## src/rmc_pkg.sv

```systemverilog
// ----------------------------------------------------------------------------
// rmc_pkg
// Shared types and constants for the range match MRU cache.
// ----------------------------------------------------------------------------
package rmc_pkg;

  localparam int WAYS_DEF    = 4;
  localparam int ID_BITS_DEF = 16;

  typedef enum logic [1:0] {
    MODE_LOOKUP = 2'd0,
    MODE_FILL   = 2'd1,
    MODE_INVAL  = 2'd2
  } mode_e;

  typedef struct packed {
    logic [1:0]  mode;
    logic [31:0] address;
    logic [15:0] region_id;
    logic [31:0] region_start;
    logic [31:0] region_end;
  } in_t;

  typedef struct packed {
    logic        hit;
    logic [15:0] hit_region;
    logic [1:0]  hit_way;
  } out_t;

  // Broadcast to every cell in the chain for one transaction.
  typedef struct packed {
    logic        fill;
    logic        stale;
    logic [31:0] address;
  } cmd_t;

endpackage

```

## src/rmc_cell.sv

```systemverilog
// ----------------------------------------------------------------------------
// rmc_cell
// One cache entry: holds region id and range, compares against the broadcast
// command and takes its neighbor's entry when a fill shifts the chain.
// ----------------------------------------------------------------------------
module rmc_cell #(
  parameter int ID_BITS = rmc_pkg::ID_BITS_DEF
) (
  input  logic                 clk_i,
  input  logic                 rst_ni,
  input  rmc_pkg::cmd_t        cmd_i,
  input  logic [ID_BITS-1:0]   id_i,
  input  logic                 hold_i,
  input  logic                 prev_valid_i,
  input  logic [ID_BITS-1:0]   prev_region_i,
  input  logic [31:0]          prev_low_i,
  input  logic [31:0]          prev_high_i,
  output logic                 valid_o,
  output logic [ID_BITS-1:0]   region_o,
  output logic [31:0]          low_o,
  output logic [31:0]          high_o,
  output logic                 match_o,
  output logic                 hit_o
);

  logic               valid_q, valid_d;
  logic [ID_BITS-1:0] region_q, region_d;
  logic [31:0]        low_q, low_d;
  logic [31:0]        high_q, high_d;
  logic               load;

  // A stale cache reads as empty.
  assign valid_o  = valid_q & ~cmd_i.stale;
  assign region_o = region_q;
  assign low_o    = low_q;
  assign high_o   = high_q;

  assign match_o = valid_o && (region_q == id_i);
  assign hit_o   = valid_o && (cmd_i.address >= low_q) && (cmd_i.address < high_q);

  assign load = cmd_i.fill & ~hold_i;

  always_comb begin
    valid_d  = valid_q;
    region_d = region_q;
    low_d    = low_q;
    high_d   = high_q;
    if (cmd_i.fill) begin
      valid_d = valid_o;
      if (load) begin
        valid_d  = prev_valid_i;
        region_d = prev_region_i;
        low_d    = prev_low_i;
        high_d   = prev_high_i;
      end
    end
  end

  always_ff @(posedge clk_i or negedge rst_ni) begin
    if (!rst_ni) begin
      valid_q <= 1'b0;
    end else begin
      valid_q <= valid_d;
    end
  end

  always_ff @(posedge clk_i) begin
    region_q <= region_d;
    low_q    <= low_d;
    high_q   <= high_d;
  end

endmodule

```

## src/range_match_mru_cache_core.sv

```systemverilog
// ----------------------------------------------------------------------------
// range_match_mru_cache_core
// Fully associative MRU cache of address ranges built as a chain of entries.
// ----------------------------------------------------------------------------
// Every transaction (lookup, fill or invalidate) produces exactly one result,
// registered in the cycle after acceptance; a new transaction can be accepted in
// every cycle while the result register is free or being drained. Lookups
// return the lowest-position entry whose range contains the address; fills
// and invalidates return an all-zero result. The cycle is bounded by the
// per-entry range compares and the priority select across the WAYS entries.
// ----------------------------------------------------------------------------
module range_match_mru_cache_core #(
  parameter int WAYS    = rmc_pkg::WAYS_DEF,
  parameter int ID_BITS = rmc_pkg::ID_BITS_DEF
) (
  input  logic          clk_i,
  input  logic          rst_ni,
  input  logic          in_valid_i,
  output logic          in_stall_o,
  input  rmc_pkg::in_t  in_data_i,
  output logic          out_valid_o,
  input  logic          out_stall_i,
  output rmc_pkg::out_t out_data_o
);

  logic               in_acc;
  rmc_pkg::mode_e     mode;
  logic               is_fill, is_lookup, is_inval;
  logic               stale_q, stale_d;
  rmc_pkg::cmd_t      cmd;
  logic [ID_BITS-1:0] fill_id;

  logic               cell_valid [WAYS];
  logic [ID_BITS-1:0] cell_region [WAYS];
  logic [31:0]        cell_low [WAYS];
  logic [31:0]        cell_high [WAYS];
  logic [WAYS-1:0]    cell_match;
  logic [WAYS-1:0]    cell_hit;
  logic [WAYS-1:0]    hold;
  logic [WAYS-1:0]    seen;

  rmc_pkg::out_t      res;
  rmc_pkg::out_t      out_q, out_d;
  logic               out_valid_q, out_valid_d;

  assign in_stall_o = out_valid_q & out_stall_i;
  assign in_acc     = in_valid_i & ~in_stall_o;

  assign mode = rmc_pkg::mode_e'(in_data_i.mode);

  always_comb begin
    is_fill   = 1'b0;
    is_lookup = 1'b0;
    is_inval  = 1'b0;
    case (mode)
      rmc_pkg::MODE_LOOKUP: is_lookup = 1'b1;
      rmc_pkg::MODE_FILL:   is_fill   = 1'b1;
      rmc_pkg::MODE_INVAL:  is_inval  = 1'b1;
      default: ;
    endcase
  end

  assign fill_id = ID_BITS'(in_data_i.region_id);

  always_comb begin
    cmd.fill    = in_acc & is_fill;
    cmd.stale   = stale_q;
    cmd.address = in_data_i.address;
  end

  always_comb begin
    stale_d = stale_q;
    if (in_acc && is_inval) begin
      stale_d = 1'b1;
    end else if (in_acc && is_fill) begin
      stale_d = 1'b0;
    end
  end

  // Chain of entries. A cell shifts in its neighbor's entry on a fill unless
  // the id was already found above it; the front cell also holds on its own
  // match.
  for (genvar g = 0; g < WAYS; g++) begin : g_cell
    if (g == 0) begin : g_head
      assign hold[g] = cell_match[g];
      rmc_cell #(.ID_BITS(ID_BITS)) u_cell (
        .clk_i         (clk_i),
        .rst_ni        (rst_ni),
        .cmd_i         (cmd),
        .id_i          (fill_id),
        .hold_i        (hold[g]),
        .prev_valid_i  (1'b1),
        .prev_region_i (fill_id),
        .prev_low_i    (in_data_i.region_start),
        .prev_high_i   (in_data_i.region_end),
        .valid_o       (cell_valid[g]),
        .region_o      (cell_region[g]),
        .low_o         (cell_low[g]),
        .high_o        (cell_high[g]),
        .match_o       (cell_match[g]),
        .hit_o         (cell_hit[g])
      );
    end else begin : g_body
      assign hold[g] = seen[g-1];
      rmc_cell #(.ID_BITS(ID_BITS)) u_cell (
        .clk_i         (clk_i),
        .rst_ni        (rst_ni),
        .cmd_i         (cmd),
        .id_i          (fill_id),
        .hold_i        (hold[g]),
        .prev_valid_i  (cell_valid[g-1]),
        .prev_region_i (cell_region[g-1]),
        .prev_low_i    (cell_low[g-1]),
        .prev_high_i   (cell_high[g-1]),
        .valid_o       (cell_valid[g]),
        .region_o      (cell_region[g]),
        .low_o         (cell_low[g]),
        .high_o        (cell_high[g]),
        .match_o       (cell_match[g]),
        .hit_o         (cell_hit[g])
      );
    end
    assign seen[g] = hold[g] | cell_match[g];
  end

  // First hit wins: scan from the back so the lowest position lands last.
  always_comb begin
    res = '0;
    if (is_lookup) begin
      for (int i = WAYS - 1; i >= 0; i--) begin
        if (cell_hit[i]) begin
          res.hit        = 1'b1;
          res.hit_region = 16'(cell_region[i]);
          res.hit_way    = 2'(i);
        end
      end
    end
  end

  always_comb begin
    out_d       = out_q;
    out_valid_d = out_valid_q;
    if (in_acc) begin
      out_d       = res;
      out_valid_d = 1'b1;
    end else if (!out_stall_i) begin
      out_valid_d = 1'b0;
    end
  end

  always_ff @(posedge clk_i or negedge rst_ni) begin
    if (!rst_ni) begin
      stale_q     <= 1'b0;
      out_valid_q <= 1'b0;
    end else begin
      stale_q     <= stale_d;
      out_valid_q <= out_valid_d;
    end
  end

  always_ff @(posedge clk_i) begin
    out_q <= out_d;
  end

  assign out_valid_o = out_valid_q;
  assign out_data_o  = out_q;

  // A fill always leaves a live entry at the front and clears the stale mark.
  assert property (@(posedge clk_i) disable iff (!rst_ni)
    (in_acc && is_fill) |=> (!stale_q && cell_valid[0]))
    else $error("fill did not leave a valid front entry");

  assert property (@(posedge clk_i) disable iff (!rst_ni)
    (in_acc && is_inval) |=> stale_q)
    else $error("invalidate did not mark cache stale");

  // A stale cache must never report a hit.
  assert property (@(posedge clk_i) disable iff (!rst_ni)
    (in_acc && stale_q) |=> (out_valid_o && !out_data_o.hit))
    else $error("hit reported while cache stale");

  assert property (@(posedge clk_i) disable iff (!rst_ni)
    (out_valid_o && !out_data_o.hit) |->
      (out_data_o.hit_region == 16'd0 && out_data_o.hit_way == 2'd0))
    else $error("miss result carries nonzero fields");

endmodule
```

## config.mk

```make
export PLATFORM = sky130hd
export DESIGN_NAME = range_match_mru_cache_core
export DESIGN_NICKNAME = d
export VERILOG_FILES = /design/src/rmc_pkg.sv /design/src/rmc_cell.sv /design/src/range_match_mru_cache_core.sv
export SDC_FILE = /design/constraint.sdc
export NUM_CORES = 1
export LEC_CHECK = 0
export BUFFER_PORTS_ARGS = -buffer_cell sky130_fd_sc_hd__buf_2
export CORE_MARGIN = 4
export CORE_UTILIZATION = 30
export CTS_BUF_LIST = sky130_fd_sc_hd__clkbuf_4 sky130_fd_sc_hd__clkbuf_8
export DETAILED_ROUTE_END_ITERATION = 16
export GPL_TIMING_DRIVEN = 1
export HOLD_SLACK_MARGIN = 0.05
export PLACE_DENSITY_LB_ADDON = 0.2
export SLEW_MARGIN = 20
export SYNTH_ARGS = -nofsm -noshare
export SYNTH_HDL_FRONTEND = slang
export SYNTH_SLANG_ARGS = --single-unit
```

## constraint.sdc

```tcl
create_clock -name clk_i -period 10.5 [get_ports clk_i]
set_input_delay 1.05 -clock clk_i [delete_from_list [all_inputs] [get_ports clk_i]]
set_output_delay 1.05 -clock clk_i [all_outputs]
set_load 0.05 [all_outputs]
```

* Word level (Yosys, flattened, before mapping)
Index checks and enable logic that the tools add are counted.
Operators by class: reduce and logical (&&, ||, !) cells 20, multiplexer cells 15, eq/ne operators 6, magnitude comparators 8, bitwise logic cells 18
Operators by type and width (number):
- >= comparator 32 bit | 4
- less-than comparator 32 bit | 4
- 2-to-1 mux 19 bit | 4
- equality test 16 bit | 3
- logical AND 1 bit | 13
- 2-to-1 mux 1 bit | 11
- AND 1 bit | 10
- inverter 1 bit | 6
- AND reduction 2 bit | 3
- OR reduction 3 bit | 1
- equality test 2 x 1 -> 1 bit, second input constant | 1
- equality test 2 bit, second input constant | 1
- logical NOT 2 bit | 1
- inequality test 2 x 1 -> 1 bit, second input constant | 1
- bitwise OR 1 bit | 2
- nonzero test 2 bit | 1
- OR reduction 2 bit | 1
Storage, ports and cells: flip-flop bits (word level) 345, output and inout bits 21, word-level logic and storage cells 89, bits of input ports 118

* Logic depth before layout (Yosys ltp)
Gate-level depths: netlist of the first run.
depth after elaboration 8, depth in mapped cells 12, mapped depth without buffers 10

* Hierarchy
A second synthesis of the first run with hierarchy kept.
Second synthesis, totals: cells, all modules 1419, area, all modules 18062.3 µm²
By module, submodules not included:
- rmc_cell (g_cell[0].g_head.u_cell ...) | area an instance 4195.3 µm², times used 3, cells each 324, seq. area each 2427.3 µm²
- rmc_cell (g_cell[1].g_body.u_cell) | area an instance 4210.3 µm², times used 1, cells each 331, seq. area each 2427.3 µm²
- range_match_mru_cache_core | area an instance 1266.2 µm², times used 1, cells each 116, seq. area each 620.6 µm²

* Least setup slack after synthesis of the first run
OpenSTA, ideal clock, no wires.
path kind input -> register, start input port out_stall_i, end register g_cell[3].g_body.u_cell.valid_q, stages 8, required time 10.415 ns, buffers on the path 0, arrival 11.509 ns, setup slack -1.094 ns, library setup time 0.085 ns, cell sequence nand2_1 and2_1 nand2_1 nor2_1 o21a_1 o21ai_0 a21oi_1 mux2_2
Between the ends: word-level cells in the longest chain between the ends 6
Ends and longest elaborated chain:
- start: declaration | line range_match_mru_cache_core.sv:22 | input logic out_stall_i,
- AND 1 bit (*) | line range_match_mru_cache_core.sv:46 | assign in_stall_o = out_valid_q & out_stall_i;
- inverter 1 bit (*) | line range_match_mru_cache_core.sv:47 | assign in_acc = in_valid_i & ~in_stall_o;
- AND 1 bit (*) | line range_match_mru_cache_core.sv:47
- net in_acc | line range_match_mru_cache_core.sv:26 | logic in_acc;
- AND 1 bit (*) | line range_match_mru_cache_core.sv:66 | cmd.fill = in_acc & is_fill;
- AND 1 bit | line rmc_cell.sv:41 | assign load = cmd_i.fill & ~hold_i;
- 2-to-1 mux 1 bit | line rmc_cell.sv:50 | if (load) begin
- end signal: assignment | line rmc_cell.sv:63 | valid_q <= valid_d;
- end: declaration | line rmc_cell.sv:26 | logic valid_q, valid_d;
The timed path passes the listed nets; every way through them passes the cells marked *. A chain may end at the register's enable or synchronous reset.

* Final worst setup path of the first run
start input port in_data_i[91] in the netlist's numbering, end register out_q, in the netlist out_data_o[1] (data pin)
Between the ends: word-level cells in the longest chain between the ends 5, elaborated cells on any way between the ends 19, classes of those cells order compare (8); mux (2); reduce/logical (9)
Ends and longest elaborated chain:
- start: declaration | line range_match_mru_cache_core.sv:20 | input rmc_pkg::in_t in_data_i,
- >= comparator 32 bit | line rmc_cell.sv:39 | assign hit_o = valid_o && (cmd_i.address >= low_q) && (cmd_i.address < high_q);
- logical AND 1 bit (2 in series) | line rmc_cell.sv:39
- 2-to-1 mux 19 bit (2 in series) | line range_match_mru_cache_core.sv:131 | if (cell_hit[i]) begin
- end signal: assignment | line range_match_mru_cache_core.sv:162 | out_q <= out_d;
- end: declaration | line range_match_mru_cache_core.sv:43 | rmc_pkg::out_t out_q, out_d;
Several ways; a longest one is shown, not always the timed one.

==> impl_results.md, run 1 <==
* Final core utilization at 0.354
* Area contributors post-synth: edfxtp_1 57%, ha_1 18%, inv_1 5.7%
* Final setup TNS at 0 ns
* Routed WL at 46000 um
* Port Buffer Count at 138
* Tmin final at 4.62 ns
* H-tree levels at 3
* Syn_area_per_cell at 12.5 um^2
* Sequential share of the synthesized area at 0.575
* Yosys top cell by area: edfxtp_1
* Top FF cell, synth: edfxtp_1
* Cells after synthesis at 1433
* Slew Limit Fails at 0
* Setup WS post-layout at 5.88 ns
* Worst Max-Slew Pin Slew at 1.06 ns
* Placer Congestion at 0.801
* Chip width at 253 um
* Yosys cell types at 60
* CTS Hold Bufs at 0
* Initial DRC Count at 633
* Worst Path Arrival at 5.05 ns
* Critical path origin: in_data_i[91]
* Commonest cells post-synth: 339 x edfxtp_1, 274 x inv_1, 252 x ha_1
* Post-Syn Area at 18000 um^2
* Share of cells above drive strength 1 at 0.160
* Worst Setup End Kind: flop
* Final worst path period share at 0.440
* Core Box Area at 59100 um^2
* Post-synth EDFFs at 339
* CTS Buffer Depth at 3
* Count leader, synth: edfxtp_1
* TritonRoute pass-1 iters at 6
* Clk_skew at 0.0490 ns
* First-pass GRT wire length at 70200 um
* Post-CTS sizing at 0
* Critical R2R Launch: g_cell[3].g_body.u_cell.low_o[11]
* Startpoint Class: input pin
* TritonCTS clock tree: yes
* Boundary Pins at 139
* WL per Instance at 18.7 um
* Area Overhead vs Synth at 16.6%
* GRT Util Overall at 0.145
* GRT overflow at 0
* Largest net degree at the start of global routing at 83
* Worst slack, placed at 5.05 ns
* Post-synth net total at 1803
* FFs w/ async S/R, synth at 0.0174
* Die height at 253 um
* Post-synth top area share at 0.566
* Final hold vios at 0
* Clock transition at path regs at 0.05 ns
* Antenna violations before repair at 2
* CTS Buf Count at 67
* Number of global-route vias before repair at 12.1k
* Hold crit path type: input pin to asynchronous set/reset pin
* Clock sink count at 345
* Number of fill cells in the layout at 5816
* Nets@finish at 2006
* Pwr dens at 153 nW/um^2
* Status: complete, no violations
* Clk_lat worst skew at 0.65 ns
* Crit path max fanout at 18
* Ys Warns at 0
* Max Clock Freq at 216 MHz
* Pleak at 8.93 nW
* RSZ-0062 raised after global routing: false
* Max cap viols at 0
* Total setup buffers inserted after CTS at 0
* Critical path required time at 10.93 ns
* Vias/cell at 4.74
* Worst slew margin at 0.291
* Setup Viol. Count Final at 0
* Initial Utilization at 0.304
* Post-DP HPWL at 33400 um
* Vias at 11.6k
* Row count at 89
* Root buffer cell: clkbuf_8
* Antenna Violating Nets Remaining at 0
* # DRC at 0
* VDD IR-drop max at 0.0844 mV
* #FFs+latches synth at 345
* Total die area at 63900 um^2
* Critical path class: input pin to flop
-- state kept, by name, summed over array words and instances, names as in the netlist, 3 cells and up --
signal                         count
g_cell.g_body.u_cell.high_o       96
g_cell.g_body.u_cell.low_o        96
g_cell.g_body.u_cell.region_o     48
g_cell.g_head.u_cell.high_o       32
g_cell.g_head.u_cell.low_o        32
out_data_o                        19
g_cell.g_head.u_cell.region_o     16
g_cell.g_body.u_cell.valid_q       3
-- metal layers --
metal,global-route usage,share of wire,vias up
met4,0.0645,0.037,2
li1,-,-,5669
met2,0.235,0.47,238
met3,0.0281,0.041,89
met1,0.188,0.45,5646
met5,0,0.00015,-
-- report_power, final --
group	leakage, nW	total, mW	switching [mW]	internal (mW)
Clock	0.675	1.34	0.595	0.741
Sequential	3.17	1.57	0.0189	1.55
Combinational	5.08	0.307	0.198	0.110
-- per-stage QoR --
step           cell area [um^2]  instances  power [mW]  hold slack (ns)
3_3_place_gp              19700       2340        1.90            0.430
3_5_place_dp              19700       2340        1.91            0.434
6_report                  21000       2455        3.21            0.226
5_1_grt                   21000       2454        3.37            0.189
2_1_floorplan             18000       1433        1.78            0.418
4_1_cts                   21000       2453        3.27            0.172
-- worst max-delay path, cell delays in order --
cell	delay, ns
buf_2	0.18
ha_1	0.35
nand4_1	0.18
or4_1	0.50
o32ai_1	0.56
o211ai_1	0.24
and4b_1	0.27
or4_1	0.99
nor2b_1	0.33
nor3b_1	0.37
-- cell type report --
class | instances | area [um^2] | area share
flip-flops and latches | 345 | 10300 | 0.493
multi-input cells | 801 | 6570 | 0.313
clock buffers | 93 | 1120 | 0.0536
inverters | 274 | 1030 | 0.0491
well taps | 773 | 967 | 0.0461
repair buffers | 147 | 762 | 0.0364
clock inverters | 20 | 178 | 0.00848
diodes | 2 | 5.00 | 0.000239
-- worst paths after layout --
kind / cells after the start / to / slack, ns
setup / recovery: 10 / out_data_o[1] / 5.88
setup reg to reg: 10 / out_data_o[1] / 6.17
hold reg to reg: 0 / g_cell[2].g_body.u_cell.high_o[9] / 0.41
max in group asynchronous: 1 / g_cell[2].g_body.u_cell.valid_q / 10.12
min in group clk_i: 0 / g_cell[2].g_body.u_cell.high_o[9] / 0.41
hold / removal: 1 / out_valid_o / 0.23
-- cell families after synthesis --
group / after synthesis / share of synthesized area
flip-flops: 345 / 0.575
adder cells (fa/ha/maj): 252 / 0.175
AO/OA/AOI/OAI: 249 / 0.0917
XOR/XNOR: 48 / 0.0234
AND/OR/NAND/NOR: 250 / 0.0725
multiplexers: 2 / 0.00118
buffers and inverters: 287 / 0.0611
-- placed cells by master (no fill, tap or decap), drive strengths merged, types with 17 or more instances in the layout --
cell    synthesis  layout
a21oi          99      99
buf             4     147
clkbuf          9      93
edfxtp        339     339
ha            252     252
inv           274     274
nand2          60      60
nand3          37      37
nand4          44      44
nor2           30      30
o21ai          50      50
or3            17      17
xor2           32      32
Power figures use the tool's default switching activity.
==> run 2: changes to the inputs <==
Clock period 10.5 ns to 4.5 ns, I/O delays scaled along.
==> run 2 against run 1 <==
Compared with the run above: utilization rose by 1.5 points; combinational power rose to 2.6 times the previous value; final area rose by 4.2%; register-to-register slack got worse by 5.6 ns; total power rose by 130%; count of clock-buffer cells in the layout fell by 12; hold slack got worse by 0.11 ns; die area did not move; clock skew fell by 0.015 ns; sequential share of layout area fell by 2.0 points; critical endpoint is now out_data_o[10]; highest routed layer is now met4.
==> impl_results.md, run 2 (synthesis gave the netlist of run 1 again) <==
* Status: complete, no violations (unchanged)
* Clk_lat worst skew at 0.62 ns (was 0.65 ns)
* Area Overhead vs Synth at 21.5% (was 16.6%)
* CTS Buf Count at 66 (was 67)
* Clock transition at path regs at 0.06 ns (was 0.05 ns)
* GRT overflow at 0 (unchanged)
* Area of the multi-input gates at 6590 um^2 (was 6570 um^2)
* Hold crit path type: input pin to flop (was input pin to asynchronous set/reset pin)
* Antenna Violating Nets Remaining at 0 (unchanged)
* Setup Viol. Count Final at 0 (unchanged)
* Crit path max fanout at 18 (unchanged)
* Sw Share at 0.257 (was 0.253)
* Critical R2R Launch: g_cell[3].g_body.u_cell.low_o[14] (was g_cell[3].g_body.u_cell.low_o[11])
* Clock sink count at 345 (unchanged)
* WL per Instance at 18.5 um (was 18.7 um)
* Dpl cells at 2353 (was 2340)
* Critical path required time at 4.98 ns (was 10.93 ns)
* H-tree levels at 3 (unchanged)
* Startpoint Class: flop (was input pin)
* Antenna violations before repair at 7 (was 2)
* RSZ-0062 raised after global routing: false (unchanged)
* Final worst path period share at 0.866
* Sequential share of power at 0.490 (was 0.488)
* Pint at 5.54 mW (was 2.40 mW)
* Non-filler instance count after layout at 2552 (was 2455)
* Post-DP HPWL at 33000 um (was 33400 um)
* Worst Path Arrival at 4.37 ns (was 5.05 ns)
* Psw at 1.91 mW (was 0.812 mW)
* Row count at 89 (unchanged)
* Reg area at 10300 um^2 (about the same)
* Boundary Pins at 139 (unchanged)
* First-pass GRT wire length at 72600 um (was 70200 um)
* Share of cells above drive strength 1 at 0.156 (was 0.160)
* Max Clock Freq at 256 MHz
* Post-CTS sizing at 0 (unchanged)
* Pleak at 9.30 nW (was 8.93 nW)
* # DRC at 0 (unchanged)
* Clk_skew at 0.0342 ns (was 0.0490 ns)
* Pwr dens at 341 nW/um^2 (was 153 nW/um^2)
* Largest net degree at the start of global routing at 68 (was 83)
* Tmin final at 3.90 ns
* Clk pwr share at 0.403 (was 0.416)
* CTS Buffer Depth at 3 (unchanged)
* Combinational share of power at 0.107 (was 0.096)
* TritonRoute pass-1 iters at 4 (was 6)
* Worst hold slack at 0.116 ns (was 0.226 ns)
* Initial DRC Count at 505 (was 633)
* Final setup TNS at 0 ns (unchanged)
* GRT Util Overall at 0.149 (was 0.145)
* Most frequent cells in the layout: 339 x edfxtp_1, 273 x inv_1, 252 x ha_1 (unchanged)
* Vias/cell at 4.70 (was 4.74)
* Routed WL at 47300 um (was 46000 um)
* Nets@finish at 2097 (was 2006)
* VDD IR-drop max at 0.180 mV (was 0.0844 mV)
* Die height at 253 um (unchanged)
* Port Buffer Count at 138 (unchanged)
* Total setup buffers inserted after CTS at 0 (unchanged)
* Chip width at 253 um (unchanged)
* Critical path class: flop to flop (was input pin to flop)
* Root buffer cell: clkbuf_8 (unchanged)
* Commonest non-fill, non-tap cell in the layout: edfxtp_1 (unchanged)
* Number of global-route vias before repair at 12.6k (was 12.1k)
* Worst slew margin at 0.285 (was 0.291)
* Final hold vios at 0 (unchanged)
* Initial Utilization at 0.304 (unchanged)
* Critical path origin: g_cell[3].g_body.u_cell.low_o[14] (was in_data_i[91])
* Hold path startpoint: in_data_i[69]
* Placer Congestion at 0.789 (was 0.801)
* Number of fill cells in the layout at 5800 (was 5816)
* Total die area at 63900 um^2 (unchanged)
* TritonCTS clock tree: yes (unchanged)
* Worst Setup End Kind: flop (unchanged)
* Max cap viols at 0 (unchanged)
* Slew Limit Fails at 0 (unchanged)
* Worst Max-Slew Pin Slew at 1.07 ns (was 1.06 ns)
* Core Box Area at 59100 um^2 (unchanged)
* Vias at 12.0k (was 11.6k)
-- run 2: cell count changes in the layout (fill, tap and decap cells not counted), moves of 2 or more --
cell,before,now
nand2_1,60,58
clkinv_1,9,21
buf_12,0,2
clkinv_2,3,7
clkinv_8,2,0
clkbuf_4,25,14
diode_2,2,5
buf_4,8,20
dlygate4sd3_1,0,79
-- run 2: power groups by stage --
stage,Clock [mW],Sequential [mW],Combinational (mW)
CTS,3.12,3.66,0.808
global placement,0,3.72,0.736
detailed placement,0,3.72,0.750
floorplan,0,3.75,0.396
finish,3.00,3.66,0.797
global route,3.26,3.66,0.895
-- run 2: stage by stage --
| step | total power, mW | worst slack, ns | cell area [um^2] | util |
|---|---|---|---|---|
| CTS | 7.58 | 0.564 | 21800 | 0.369 |
| finish | 7.46 | 0.601 | 21800 | 0.369 |
| global route | 7.82 | 0.413 | 21800 | 0.369 |
| global placement | 4.46 | 0.416 | 19800 | 0.335 |
| floorplan | 4.14 | -0.587 | 18000 | - |
| detailed placement | 4.47 | 0.278 | 19800 | 0.335 |
-- run 2: layer usage --
layer  up-vias  wire [um]  track usage  part of all wire
met2       244      22500        0.245              0.48
met1      5813      21100        0.192              0.45
met4         0       1420       0.0610             0.030
met5         -          0            0                 0
li1       5851          -            -                 -
met3        82       2260       0.0321             0.048
-- run 2: final cells by class --
type,count,share of cell area
Inverter,274,0.0473
Sequential cell,345,0.473
Clock inverter,34,0.00934
Antenna cell,5,0.000573
Clock buffer,81,0.0470
Tap cell,773,0.0443
Multi-Input combinational cell,801,0.302
Timing Repair Buffer,239,0.0765
-- run 2: what timing repair did --
action / 4_1_cts / 5_1_grt
setup endpoints to repair: 0 / 0
endpoints found under the hold margin: 83 / 0
hold buffers: 79 / 0
-- run 2: path summary, 6_finish.rpt --
check | end | slack, ns | depth (start not counted)
worst max-delay path | out_data_o[10] | 0.60 | 11
worst min-delay path | g_cell[0].g_head.u_cell.region_o[5] | 0.12 | 1
worst max register to register | out_data_o[10] | 0.60 | 11
worst min register to register | g_cell[2].g_body.u_cell.low_o[31] | 0.44 | 0
max in group asynchronous | out_valid_o | 4.13 | 2
min in group asynchronous | g_cell[1].g_body.u_cell.valid_q | 0.20 | 2
-- run 2: worst max-delay path: stages, from the launching register on --
cell and delay, ns:
edfxtp_1 0.33, inv_1 0.05, ha_1 0.30, nand4_1 0.15, or4_1 0.55, o32ai_1 0.75
o211ai_1 0.15, and4b_1 0.25, or4_1 0.58, buf_12 0.20, o311ai_2 0.23, a32o_1 0.21
==> run 3: changes to the inputs <==
Settings changed: REMOVE_ABC_BUFFERS set to 1.
==> run 3 against run 2 <==
Compared with the run above: non-clock buffer count fell by 1; combinational power fell by 1%; first-iteration DRC count rose by 32%; sequential share of layout area barely moved; utilization is essentially flat; worst setup slack gained 0.26 ns; largest cell class unchanged; hold slack improved by 0.013 ns; largest power group unchanged; routed wire length decreased by 2.2%; die area is the same.
==> impl_results.md, run 3 (synthesis gave the netlist of run 1 again) <==
* Status: complete, no violations (unchanged)
* Port Buffer Count at 138 (unchanged)
* Chip width at 253 um (unchanged)
* TritonCTS clock tree: yes (unchanged)
* Number of fill cells in the layout at 5799 (was 5800)
* Pwr dens at 344 nW/um^2 (was 341 nW/um^2)
* Non-filler instance count after layout at 2548 (was 2552)
* Clk_skew at 0.0341 ns (was 0.0342 ns)
* Clk_lat worst skew at 0.64 ns (was 0.62 ns)
* Worst Hold Depth at 3 (was 1)
* Final hold vios at 0 (unchanged)
* Pleak at 9.33 nW (was 9.30 nW)
* Crit path max fanout at 18 (unchanged)
* Final setup TNS at 0 ns (unchanged)
* Worst Max-Slew Pin Slew at 1.04 ns (was 1.07 ns)
* Flop2flop setup slack at 0.87 ns (was 0.60 ns)
* Max cap viols at 0 (unchanged)
* Initial DRC Count at 665 (was 505)
* Nets@finish at 2097 (unchanged)
* WL per Instance at 18.2 um (was 18.5 um)
* Placer Congestion at 0.789 (about the same)
* Dpl cells at 2350 (was 2353)
* CTS Buf Count at 67 (was 66)
* Routed WL at 46300 um (was 47300 um)
* WP depth at 11 (unchanged)
* Number of global-route vias before repair at 12.4k (was 12.6k)
* Initial Utilization at 0.304 (unchanged)
* Critical path class: flop to flop (unchanged)
* R2r worst-path depth at 11 (unchanged)
* Area of the multi-input gates at 6570 um^2 (was 6590 um^2)
* Worst Path Arrival at 4.12 ns (was 4.37 ns)
* TritonRoute pass-1 iters at 5 (was 4)
* VDD IR-drop max at 0.174 mV (was 0.180 mV)
* Buf/Inv on CP at 2 (unchanged)
* Cell family with most CP delay: simple AND/OR/NAND/NOR gates (unchanged)
* GRT overflow at 0 (unchanged)
* Boundary Pins at 139 (unchanged)
* Worst hold slack at 0.129 ns (was 0.116 ns)
* Worst slew margin at 0.305 (was 0.285)
* Vias at 12.0k (about the same)
* Reg area at 10300 um^2 (about the same)
* GRT Util Overall at 0.146 (was 0.149)
* Tmin final at 3.63 ns (was 3.90 ns)
* Antenna violations before repair at 3 (was 7)
* Core Box Area at 59100 um^2 (unchanged)
* Max Clock Freq at 275 MHz (was 256 MHz)
* Vias/cell at 4.70 (about the same)
* Clock transition at path regs at 0.06 ns (about the same)
* Largest net degree at the start of global routing at 161 (was 68)
* Critical Path, Cell by Cell: inv_1, ha_1, nand4_1, or4_1, o32ai_1, o211ai_1, and4b_1, or4_1, buf_4, o311ai_1, a32o_1 (was inv_1, ha_1, nand4_1, or4_1, o32ai_1, o211ai_1, and4b_1, or4_1, buf_12, o311ai_2, a32o_1)
* RSZ-0062 raised after global routing: false (unchanged)
* Worst slack, placed at 0.506 ns (was 0.278 ns)
* Worst Setup End Kind: flop (unchanged)
* Hold endpoint: stale_q (was g_cell[0].g_head.u_cell.region_o[5])
* Post-DP HPWL at 32500 um (was 33000 um)
* Antenna Violating Nets Remaining at 0 (unchanged)
* H-tree levels at 3 (unchanged)
* Post-CTS sizing at 0 (unchanged)
* Hold path startpoint: in_data_i[113] (was in_data_i[69])
* Row count at 89 (unchanged)
* Setup WS post-layout at 0.866 ns (was 0.601 ns)
* Startpoint Class: flop (unchanged)
* First-pass GRT wire length at 71200 um (was 72600 um)
* Slowest Stage Delay on Critical Path at 0.56 ns (was 0.75 ns)
* Area Overhead vs Synth at 21.6% (was 21.5%)
* Most frequent cells in the layout: 339 x edfxtp_1, 273 x inv_1, 252 x ha_1 (unchanged)
* Slew Limit Fails at 0 (unchanged)
* Worst-path cell with the longest stage delay: or4_1 (was o32ai_1)
* Critical R2R Launch: g_cell[3].g_body.u_cell.low_o[13] (was g_cell[3].g_body.u_cell.low_o[14])
* Total die area at 63900 um^2 (unchanged)
* Setup Viol. Count Final at 0 (unchanged)
* CTS Buffer Depth at 3 (unchanged)
* Tot Pwr at 7.52 mW (was 7.46 mW)
* Share of cells above drive strength 1 at 0.156 (about the same)
* Top cell by count, worst path: or4_1 (unchanged)
* Hold crit path type: input pin to flop (unchanged)
* Commonest non-fill, non-tap cell in the layout: edfxtp_1 (unchanged)
* Final worst path period share at 0.808 (was 0.866)
* Clock sink count at 345 (unchanged)
* Worst flop-to-flop path endpoint: out_data_o[16] (was out_data_o[10])
* # DRC at 0 (unchanged)
* Root buffer cell: clkbuf_8 (unchanged)
* Critical path required time at 4.99 ns (was 4.98 ns)
* Die height at 253 um (unchanged)
==> run 3: changes by cell type in the layout (fill, tap and decap cells not counted), sizes merged <==
cell / change
clkbuf: +11
clkinv: -11
inv: +6
clkinvlp: -5
buf: -3
diode: -3
dlygate4sd3: +2
bufinv: -1
==> run 3: repair_timing <==
action                                 CTS  global route
setup buffers                            0             0
endpoints found under the hold margin   85             0
hold buffers                            81             0
==> run 3: how the worst max path moves through the flow <==
stage                                       to                         startpoint
5_1_grt                          out_data_o[4]  g_cell[3].g_body.u_cell.low_o[13]
4_1_cts                         out_data_o[16]  g_cell[1].g_body.u_cell.low_o[30]
3_3_place_gp                    out_data_o[10]                     in_data_i[110]
3_5_place_dp                    out_data_o[16]                      in_data_i[94]
6_report                        out_data_o[16]  g_cell[3].g_body.u_cell.low_o[13]
2_1_floorplan  g_cell[3].g_body.u_cell.valid_q                        out_valid_o
==> run 3: through the flow <==
step	instance area, um^2	util
after CTS	21800	0.369
after global placement	19800	0.334
after detailed placement	19800	0.334
final	21800	0.370
after global routing	21800	0.370
after floorplan	17900	-
==> run 3: power breakdown <==
| part | total, mW | internal [mW] | switching (mW) |
|---|---|---|---|
| registers | 3.65 | 3.61 | 0.0423 |
| clock network | 3.08 | 1.67 | 1.41 |
| logic | 0.787 | 0.312 | 0.474 |
==> run 3: layout make-up <==
| type | count | share of cell area |
|---|---|---|
| inverters | 274 | 0.0471 |
| multi-input cells | 801 | 0.300 |
| well taps | 773 | 0.0443 |
| diodes | 2 | 0.000229 |
| clock buffers | 92 | 0.0511 |
| flip-flops and latches | 345 | 0.473 |
| clock inverters | 23 | 0.00710 |
| repair buffers | 238 | 0.0770 |
==> run 3: routing by layer <==
layer | track usage | vias to the layer above | wire, um
met1 | 0.190 | 5787 | 20500
met5 | 0 | - | 0
li1 | - | 5838 | -
met2 | 0.244 | 274 | 22400
met3 | 0.0278 | 76 | 2300
met4 | 0.0501 | 0 | 1050
==> run 3: worst register-to-register path, cell delays in order (launching register included) <==
cell      delay (ns)
edfxtp_1        0.32
inv_1           0.05
ha_1            0.28
nand4_1         0.18
or4_1           0.56
o32ai_1         0.39
o211ai_1        0.18
and4b_1         0.26
or4_1           0.51
buf_4           0.25
o311ai_1        0.31
a32o_1          0.21
